## config.mk

```make
export PLATFORM = sky130hd
export DESIGN_NAME = tgmns_isqrt
export DESIGN_NICKNAME = d
export VERILOG_FILES = /design/src/rtl/tgmns_pkg.sv /design/src/rtl/tgmns_isqrt.sv
export SDC_FILE = /design/constraint.sdc
export NUM_CORES = 1
export LEC_CHECK = 0
export BUFFER_PORTS_ARGS = -buffer_cell sky130_fd_sc_hd__buf_2
export CAP_MARGIN = 20
export CORE_MARGIN = 5
export CORE_UTILIZATION = 55
export DETAILED_ROUTE_END_ITERATION = 8
export PLACE_DENSITY = 0.76
export SYNTH_ARGS = -nofsm -noshare
export SYNTH_HDL_FRONTEND = slang
export SYNTH_SLANG_ARGS = --single-unit
```

## constraint.sdc

```tcl
create_clock -name clk -period 24.1 [get_ports clk]
set_clock_uncertainty 0.2 [all_clocks]
set_input_delay 2.41 -clock clk [delete_from_list [all_inputs] [get_ports clk]]
set_output_delay 2.41 -clock clk [all_outputs]
set_load 0.01 [all_outputs]
```

## src/rtl/tgmns_pkg.sv

```systemverilog
package tgmns_pkg;

  localparam int TGMNS_MAX_ORDER  = 7;
  localparam int TGMNS_COORD_BITS = 24;

  localparam int CFG_IDX_W  = 1;
  localparam int CFG_DATA_W = 3;

  localparam logic [CFG_IDX_W-1:0] REG_GRID_DIM   = 1'd0;
  localparam logic [CFG_IDX_W-1:0] REG_POLY_ORDER = 1'd1;

  localparam logic [1:0] GRID_DIM_RESET   = 2'd2;
  localparam logic [1:0] GRID_DIM_3D      = 2'd3;
  localparam logic [2:0] POLY_ORDER_RESET = 3'd4;

  // neighbor slots and coordinate axes
  localparam int NBR  = 3;
  localparam int NB_I = 0;
  localparam int NB_J = 1;
  localparam int NB_K = 2;
  localparam int NAX  = 3;

  typedef struct packed {
    logic use_i;
    logic use_j;
    logic use_k;
    logic three;
    logic last;
  } tgmns_flags_t;

endpackage

```

## src/rtl/tgmns_isqrt.sv

```systemverilog
module tgmns_isqrt import tgmns_pkg::*; #(
  parameter int COORD_BITS = TGMNS_COORD_BITS
) (
  input  logic                    clk,
  input  logic                    rst_n,
  input  logic                    start,
  input  logic [2*COORD_BITS+3:0] value,
  output logic                    busy,
  output logic                    out_valid,
  input  logic                    out_ready,
  output logic [COORD_BITS:0]     out_root
);

  localparam int LEAST_W = 2 * COORD_BITS + 4;
  localparam int ROOT_W  = COORD_BITS + 2;
  localparam int OUT_W   = COORD_BITS + 1;
  localparam int REM_W   = ROOT_W + 2;
  localparam int CNT_W   = $clog2(ROOT_W + 1);

  typedef enum logic [1:0] {S_IDLE, S_RUN, S_HOLD} state_t;

  state_t             state_r;
  logic [LEAST_W-1:0] val_r;
  logic [REM_W-1:0]   rem_r;
  logic [ROOT_W-1:0]  root_r;
  logic [CNT_W-1:0]   cnt_r;
  logic [OUT_W-1:0]   out_root_r;

  logic [REM_W+1:0]   rem_sh;
  logic [REM_W+1:0]   trial;
  logic [REM_W-1:0]   rem_step;
  logic [ROOT_W-1:0]  root_step;
  logic [OUT_W-1:0]   root_sat;

  // one result bit per cycle, two value bits brought down each step
  always_comb begin
    rem_sh = {rem_r, val_r[LEAST_W-1 -: 2]};
    trial  = {2'b00, root_r, 2'b01};
    if (rem_sh >= trial) begin
      rem_step  = REM_W'(rem_sh - trial);
      root_step = {root_r[ROOT_W-2:0], 1'b1};
    end else begin
      rem_step  = REM_W'(rem_sh);
      root_step = {root_r[ROOT_W-2:0], 1'b0};
    end
    root_sat = root_step[ROOT_W-1] ? {OUT_W{1'b1}} : root_step[OUT_W-1:0];
  end

  always_ff @(posedge clk) begin
    if (!rst_n) begin
      state_r <= S_IDLE;
    end else begin
      case (state_r)
        S_IDLE: begin
          if (start) begin
            val_r   <= value;
            rem_r   <= '0;
            root_r  <= '0;
            cnt_r   <= CNT_W'(ROOT_W);
            state_r <= S_RUN;
          end
        end
        S_RUN: begin
          val_r  <= {val_r[LEAST_W-3:0], 2'b00};
          rem_r  <= rem_step;
          root_r <= root_step;
          cnt_r  <= cnt_r - CNT_W'(1);
          if (cnt_r == CNT_W'(1)) begin
            out_root_r <= root_sat;
            state_r    <= S_HOLD;
          end
        end
        S_HOLD: begin
          if (out_ready) begin
            state_r <= S_IDLE;
          end
        end
        default: begin
          state_r <= S_IDLE;
        end
      endcase
    end
  end

  assign busy      = (state_r != S_IDLE);
  assign out_valid = (state_r == S_HOLD);
  assign out_root  = out_root_r;

endmodule

```

==> impl_results.md, run 1 <==
- DIE WIDTH: 125 um
- R2r setup slk: 20100 ps
- Design area: 0.00839 sq mm
- Crit share post-route: 17.3%
- Lkg Pwr: 3.66 nW
- Clk slew on worst S/H paths: 50 ps
- Syn Inst Count: 704
- Skew-Pair Late Insertion Delay: 420 ps
- Hold Vio Cnt, Final: 0
- DR WL/cell: 14.8 um
- Yosys warning total: 0
- First-pass GRT wire length: 24200 um
- Setup violators final: 0
- Initial Util: 55.5%
- Pre-antenna DRT Iters: 5
- Clock power share: 37.5%
- Avg Cell Area, Syn: 10.3 sq um
- Worst endpoint data arrival time: 4010 ps
- Ports: 83
- Syn nets: 790
- Clock tree buffer depth: 2
- Area contributors post-synth: edfxtp_1, nand2_1, ha_1
- # clock sinks: 138
- Cell taking the most area after synthesis: edfxtp_1
- Crit end category: register
- Nets@finish: 868
- Hold WC Path Type: register to register
- Die H: 125 um
- Num CTS Buffers: 17
- Placed inst area: 0.00779 sq mm
- Psw: 0.000173 W
- Met3 usage in global routing: 5.92%
- Worst Setup EP: root_r[7]
- PwrDens: 76.5 mW/mm^2
- Commonest non-fill, non-tap cell in the layout: nand2_1
- Num rows: 42
- HPWL after DPL: 9430 um
- GR Util All Layers: 18.9%
- Max-Cap Viols: 0
- Post-Route Setup TNS: 0 ps
- Worst slew pin tran: 1060 ps
- Fmax: 239 MHz
- Share of the synthesized area in the top cell type: 56.3%
- Int Power: 0.000469 W
- Area of the die: 0.0156 sq mm
- CTS tree: built
- Routed via count: 5165
- VDD IR max: 50.5 uV
- CP Launch Type: primary input
- Post-CTS sizing: 0
- Root Driver: clkbuf_16
- Number of synthesized flops with an enable pin: 136
- Final WL: 14400 um
- Area grow syn2layout: 15.6%
- Initial DRC Count: 423
- Post-route minimum period: 4180 ps
- Required @ worst endpoint: 23930 ps
- Vias in the first global route: 5191
- Post-Syn Area: 0.00726 sq mm
- Setup crit start: start
- Synth unique cells: 60
- Routability Congestion: 0.845
- Antenna viol nets, final: 0
- Core ar.: 0.0131 sq mm
- # diodes: 0
- R2R cell count: 9
- Relative slew slack: 29.5%
- Crit Path Category: primary input to register
- R2r startpoint: root_r[24]
- Share of cells above drive strength 1: 17.7%
- Post-CTS setup repair buffer count: 0
- Status: finished clean
- Sequential power share: 45.0%
- Sequential share of the synthesized area: 56.8%
- Post-synth ARST share: 0%
- GR Util met2: 31.0%
- Logic pwr share: 17.5%
- Layout fillers: 1032
- Largest net degree at the start of global routing: 106
- Port bufs: 82
- CTS H-tree lvls: 4
- Most Crowded Layer GR: met2
- Worst Path Max Fanout: 83
- Cts hold-fix bufs: 0
- DR vias/cell: 5.32
- DRC violations left: 0
- Initial antenna violation count: 0
- FF+latch count, synth: 138
- Global routing usage on met1: 24.2%
- RSZ-0062 raised after global routing: false
- Slew Limit Fails: 0
- Critical R2R Capture: rem_r[24]
- Overflow after GRT: 0
- Synth Flop Type: edfxtp_1
- Most frequent cells in the layout: nand2_1, edfxtp_1, buf_2
- Switching share of power: 27.0%
## metrics by stage
step	cells	total power (W)	worst slack (ps)	util, %	hold WS [ps]
5_1_grt	971	0.000672	19660	64.1	333
2_1_floorplan	704	0.000382	12640	-	284
4_1_cts	969	0.000646	19950	63.8	313
3_5_place_dp	937	0.000403	19500	59.5	296
3_3_place_gp	937	0.000399	19580	59.5	287
6_report	971	0.000642	19920	64.1	309
## registers in the layout, summed over array words and instances, names as in the netlist
signal / cells
val_r: 52
rem_r: 28
root_r: 26
out_root: 25
cnt_r: 5
state_r: 2
## metal layers
layer | wire (um) | vias up | part of all wire [%]
li1 | - | 2599 | -
met1 | 6420 | 2440 | 45
met2 | 7100 | 107 | 49
met3 | 669 | 19 | 4.7
met4 | 177 | 0 | 1.2
met5 | 0 | - | 0
## critical path, cell delays in order
cell     delay (ps)
buf_2            80
nor2_1           50
nor3b_2         160
buf_4           360
buf_4           870
## power by group through the flow
stage	Sequential, W	Combinational, W	Clock, W
3_5_place_dp	0.000294	0.000110	0
2_1_floorplan	0.000294	0.0000877	0
3_3_place_gp	0.000293	0.000106	0
6_report	0.000289	0.000112	0.000241
5_1_grt	0.000290	0.000126	0.000256
4_1_cts	0.000289	0.000111	0.000246
## worst min path at each step
stage	start	end	slack, ps	cells past startpoint
floorplan	val_r[8]	val_r[10]	280	2
finish	val_r[46]	val_r[48]	310	2
global route	val_r[48]	val_r[50]	330	2
global placement	val_r[0]	val_r[2]	290	2
CTS	val_r[41]	val_r[43]	310	2
detailed placement	val_r[29]	val_r[31]	300	2
## synthesized netlist by cell type (2+ instances only)
| master | n |
|---|---|
| a211o_1 | 2 |
| a211oi_2 | 5 |
| a21boi_0 | 2 |
| a21o_1 | 9 |
| a21oi_1 | 31 |
| a31o_2 | 2 |
| a31oi_1 | 2 |
| and2_1 | 6 |
| and3_1 | 7 |
| buf_1 | 2 |
| buf_2 | 2 |
| buf_4 | 2 |
| buf_8 | 2 |
| clkbuf_1 | 20 |
| dfxtp_1 | 2 |
| edfxtp_1 | 136 |
| ha_1 | 30 |
| inv_1 | 39 |
| mux2i_1 | 17 |
| nand2_1 | 203 |
| nand2b_1 | 2 |
| nand3_1 | 9 |
| nand4_1 | 4 |
| nand4b_1 | 2 |
| nor2_1 | 63 |
| nor2b_1 | 6 |
| nor3_1 | 10 |
| o211a_1 | 2 |
| o211ai_1 | 3 |
| o21a_1 | 4 |
| o21ai_0 | 14 |
| o311ai_0 | 2 |
| o31ai_1 | 3 |
| or2_2 | 7 |
| or3_1 | 4 |
| xnor2_1 | 15 |
| xor2_1 | 10 |
## cell families after synthesis
family | after synthesis | synth area share [%]
AO/OA/AOI/OAI | 96 | 9.38
XOR/XNOR | 25 | 3.02
adder cells (fa/ha/maj) | 30 | 5.17
buffers and inverters | 69 | 4.12
flip-flops | 138 | 56.8
multiplexers | 17 | 2.34
AND/OR/NAND/NOR | 329 | 19.2
## cell type report
type / count / area [sq um] / area share (%)
flip-flops and latches: 138 / 4120 / 49.2
clock buffers: 17 / 425 / 5.07
inverters: 40 / 150 / 1.79
well taps: 176 / 220 / 2.62
multi-input cells: 497 / 2860 / 34.0
repair buffers: 88 / 488 / 5.82
clock inverters: 15 / 128 / 1.52
Power figures use the tool's default switching activity.
==> run 2: changes to the inputs <==
- clock period: 24.1 -> 4 ns (I/O delays scaled with it)
==> run 2 against run 1 <==
Cell count increased by 0.31%. Routed wire length increased by 1.7%. Hold slack got worse by 260 ps. Clock-buffer cell count increased by 2. Combinational power increased to 6.1 times the previous value. Sequential cell count unchanged. Total power increased to 6.5 times the previous value. Register-to-register slack got worse by 19000 ps. Sequential share of layout area decreased by 0.69 points. Core utilization increased by 0.91 points. Worst setup slack got worse by 19000 ps. Non-clock buffer count increased by 3. Critical path type is now register to register. Largest power group is now clock.
==> impl_results.md, run 2 (synthesis gave the netlist of run 1 again) <==
- Overflow after GRT: 0 (unchanged)
- R2r setup slk: 600 ps (-19500 ps)
- GR Util All Layers: 19.2% (+0.36 points)
- Initial Util: 55.5% (unchanged)
- CP Launch Type: register
- Slew Limit Fails: 0 (unchanged)
- Logic pwr share: 16.3% (-1.2 points)
- Skew-Pair Late Insertion Delay: 420 ps (about the same)
- Crit share post-route: 84.9%
- Required @ worst endpoint: 3960 ps (-19970 ps)
- Final setup margin: 604 ps (-19320 ps)
- Worst Hold End: val_r[2]
- Final core area utilization: 65.0% (+0.91 points)
- DP Worst Slack: 615 ps (-18890 ps)
- Hold WC Path Type: primary input to register
- DR WL/cell: 15.0 um (+1.3%)
- Hold Vio Cnt, Final: 0 (unchanged)
- Die H: 125 um (unchanged)
- First-pass GRT wire length: 24500 um (+1.3%)
- Crit Path Category: register to register
- Routability Congestion: 0.853 (+0.94%)
- Clock power share: 41.9% (+4.4 points)
- Switching share of power: 24.6% (-2.3 points)
- Root Driver: clkbuf_16
- Antenna viol nets, final: 0 (unchanged)
- Share of cells above drive strength 1: 17.7% (-0.067 points)
- Post-CTS setup repair buffer count: 0 (unchanged)
- Vias in the first global route: 5240 (+0.94%)
- Max reg flops: 52 (unchanged)
- Initial antenna violation count: 0 (unchanged)
- DR vias/cell: 5.36 (+0.75%)
- DRC violations left: 0 (unchanged)
- Nets@finish: 871 (+0.35%)
- Psw: 0.00103 W (+490%)
- Area of the die: 0.0156 sq mm (unchanged)
- Final WL: 14600 um (+1.7%)
- Largest net degree at the start of global routing: 106 (unchanged)
- Setup violators final: 0 (unchanged)
- Clk slew on worst S/H paths: 60 ps (about the same)
- # diodes: 0 (unchanged)
- Clock tree buffer depth: 2 (unchanged)
- Worst endpoint data arrival time: 3350 ps (-660 ps)
- Post-Route Setup TNS: 0 ps (unchanged)
- Worst slew pin tran: 948 ps (-109 ps)
- Crit end category: register
- CTS tree: built
- Hold Slack: 46.1 ps (-263 ps)
- Sequential power share: 41.8% (-3.2 points)
- Pwr Total: 0.00417 W (+550%)
- Relative slew slack: 36.8% (+7.2 points)
- Largest reg by FF count: val_r
- Setup crit start: rem_r[13]
- # clock sinks: 138 (unchanged)
- Top flop regs: val_r (52), rem_r (28), root_r (26)
- Critical R2R Capture: rem_r[12]
- Commonest non-fill, non-tap cell in the layout: nand2_1
- R2R cell count: 9 (unchanged)
- VDD IR max: 285 uV (+460%)
- Num rows: 42 (unchanged)
- Fmax: 294 MHz
- Ports: 83 (unchanged)
- Pre-antenna DRT Iters: 5 (unchanged)
- Hold path depth: 3 (+1)
- Routed via count: 5220 (+1.1%)
- Cts hold-fix bufs: 0 (unchanged)
- Initial DRC Count: 341 (-19%)
- Post-route minimum period: 3400 ps
- R2r startpoint: rem_r[13]
- RSZ-0062 raised after global routing: false
- Int Power: 0.00314 W (+570%)
- HP Start: value[2]
- HPWL after DPL: 9600 um (+1.9%)
- Layout fillers: 1009 (-2.2%)
- DIE WIDTH: 125 um (unchanged)
- Max-Cap Viols: 0 (unchanged)
- PwrDens: 490 mW/mm^2 (+540%)
- CTS H-tree lvls: 4 (unchanged)
- Area grow syn2layout: 17.2%
- Lkg Pwr: 3.74 nW (+2.1%)
- Core ar.: 0.0131 sq mm (unchanged)
- Num CTS Buffers: 17 (unchanged)
- Status: finished clean
- Port bufs: 82 (unchanged)
- Most frequent cells in the layout: nand2_1, edfxtp_1, buf_2
- Post-CTS sizing: 0 (unchanged)
- Worst Path Max Fanout: 9 (-89%)
==> run 2: cell count changes in the layout (fill, tap and decap cells not counted), sizes merged <==
cell      change
clkinv        -1
clkbuf        +2
bufinv        +5
clkinvlp      -6
buf           +3
==> run 2: power groups by stage <==
stage                     Clock (W)  Sequential [W]  Combinational, W
after floorplan                   0         0.00176          0.000529
after global placement            0         0.00177          0.000647
after detailed placement          0         0.00177          0.000672
after CTS                   0.00178         0.00174          0.000680
after global routing        0.00184         0.00175          0.000762
final                       0.00175         0.00174          0.000681
==> run 2: how the worst max path moves through the flow <==
stage                     end  slack (ps)  depth (start not counted)
CTS                  rem_r[3]         590                          9
detailed placement   rem_r[3]         620                          9
global route         rem_r[3]         460                          9
floorplan            cnt_r[0]          80                          2
finish              rem_r[12]         600                          9
global placement     rem_r[7]         700                          9
==> run 2: layer usage <==
layer / GRT usage (%) / vias up / wire (um)
met5: 0 / - / 0
met4: 6.44 / 0 / 241
met3: 5.02 / 19 / 744
met2: 32.8 / 130 / 7200
met1: 23.9 / 2467 / 6410
li1: - / 2604 / -
==> run 2: final cells by class <==
cell class                 instances  area [sq um]  area share [%]
multi-input combinational        497          2860            33.6
clock inverter                    13           223            2.62
tap                              176           220            2.59
sequential                       138          4120            48.5
clock buffer                      19           433            5.09
inverter                          40           150            1.76
timing repair buffer              91           498            5.85
==> run 2: worst max-delay path, cell delays in order (launching register included) <==
cell	delay [ps]
edfxtp_1	390
ha_1	470
nand4_2	200
or4_1	550
o41ai_2	320
a21oi_2	100
a21oi_4	320
buf_4	260
mux2i_1	260
nor2_1	60
==> run 2: through the flow <==
stage / cell area, sq um / cells
floorplan: 7270 / 704
global placement: 7830 / 941
detailed placement: 7830 / 941
CTS: 8480 / 973
global route: 8510 / 974
finish: 8510 / 974
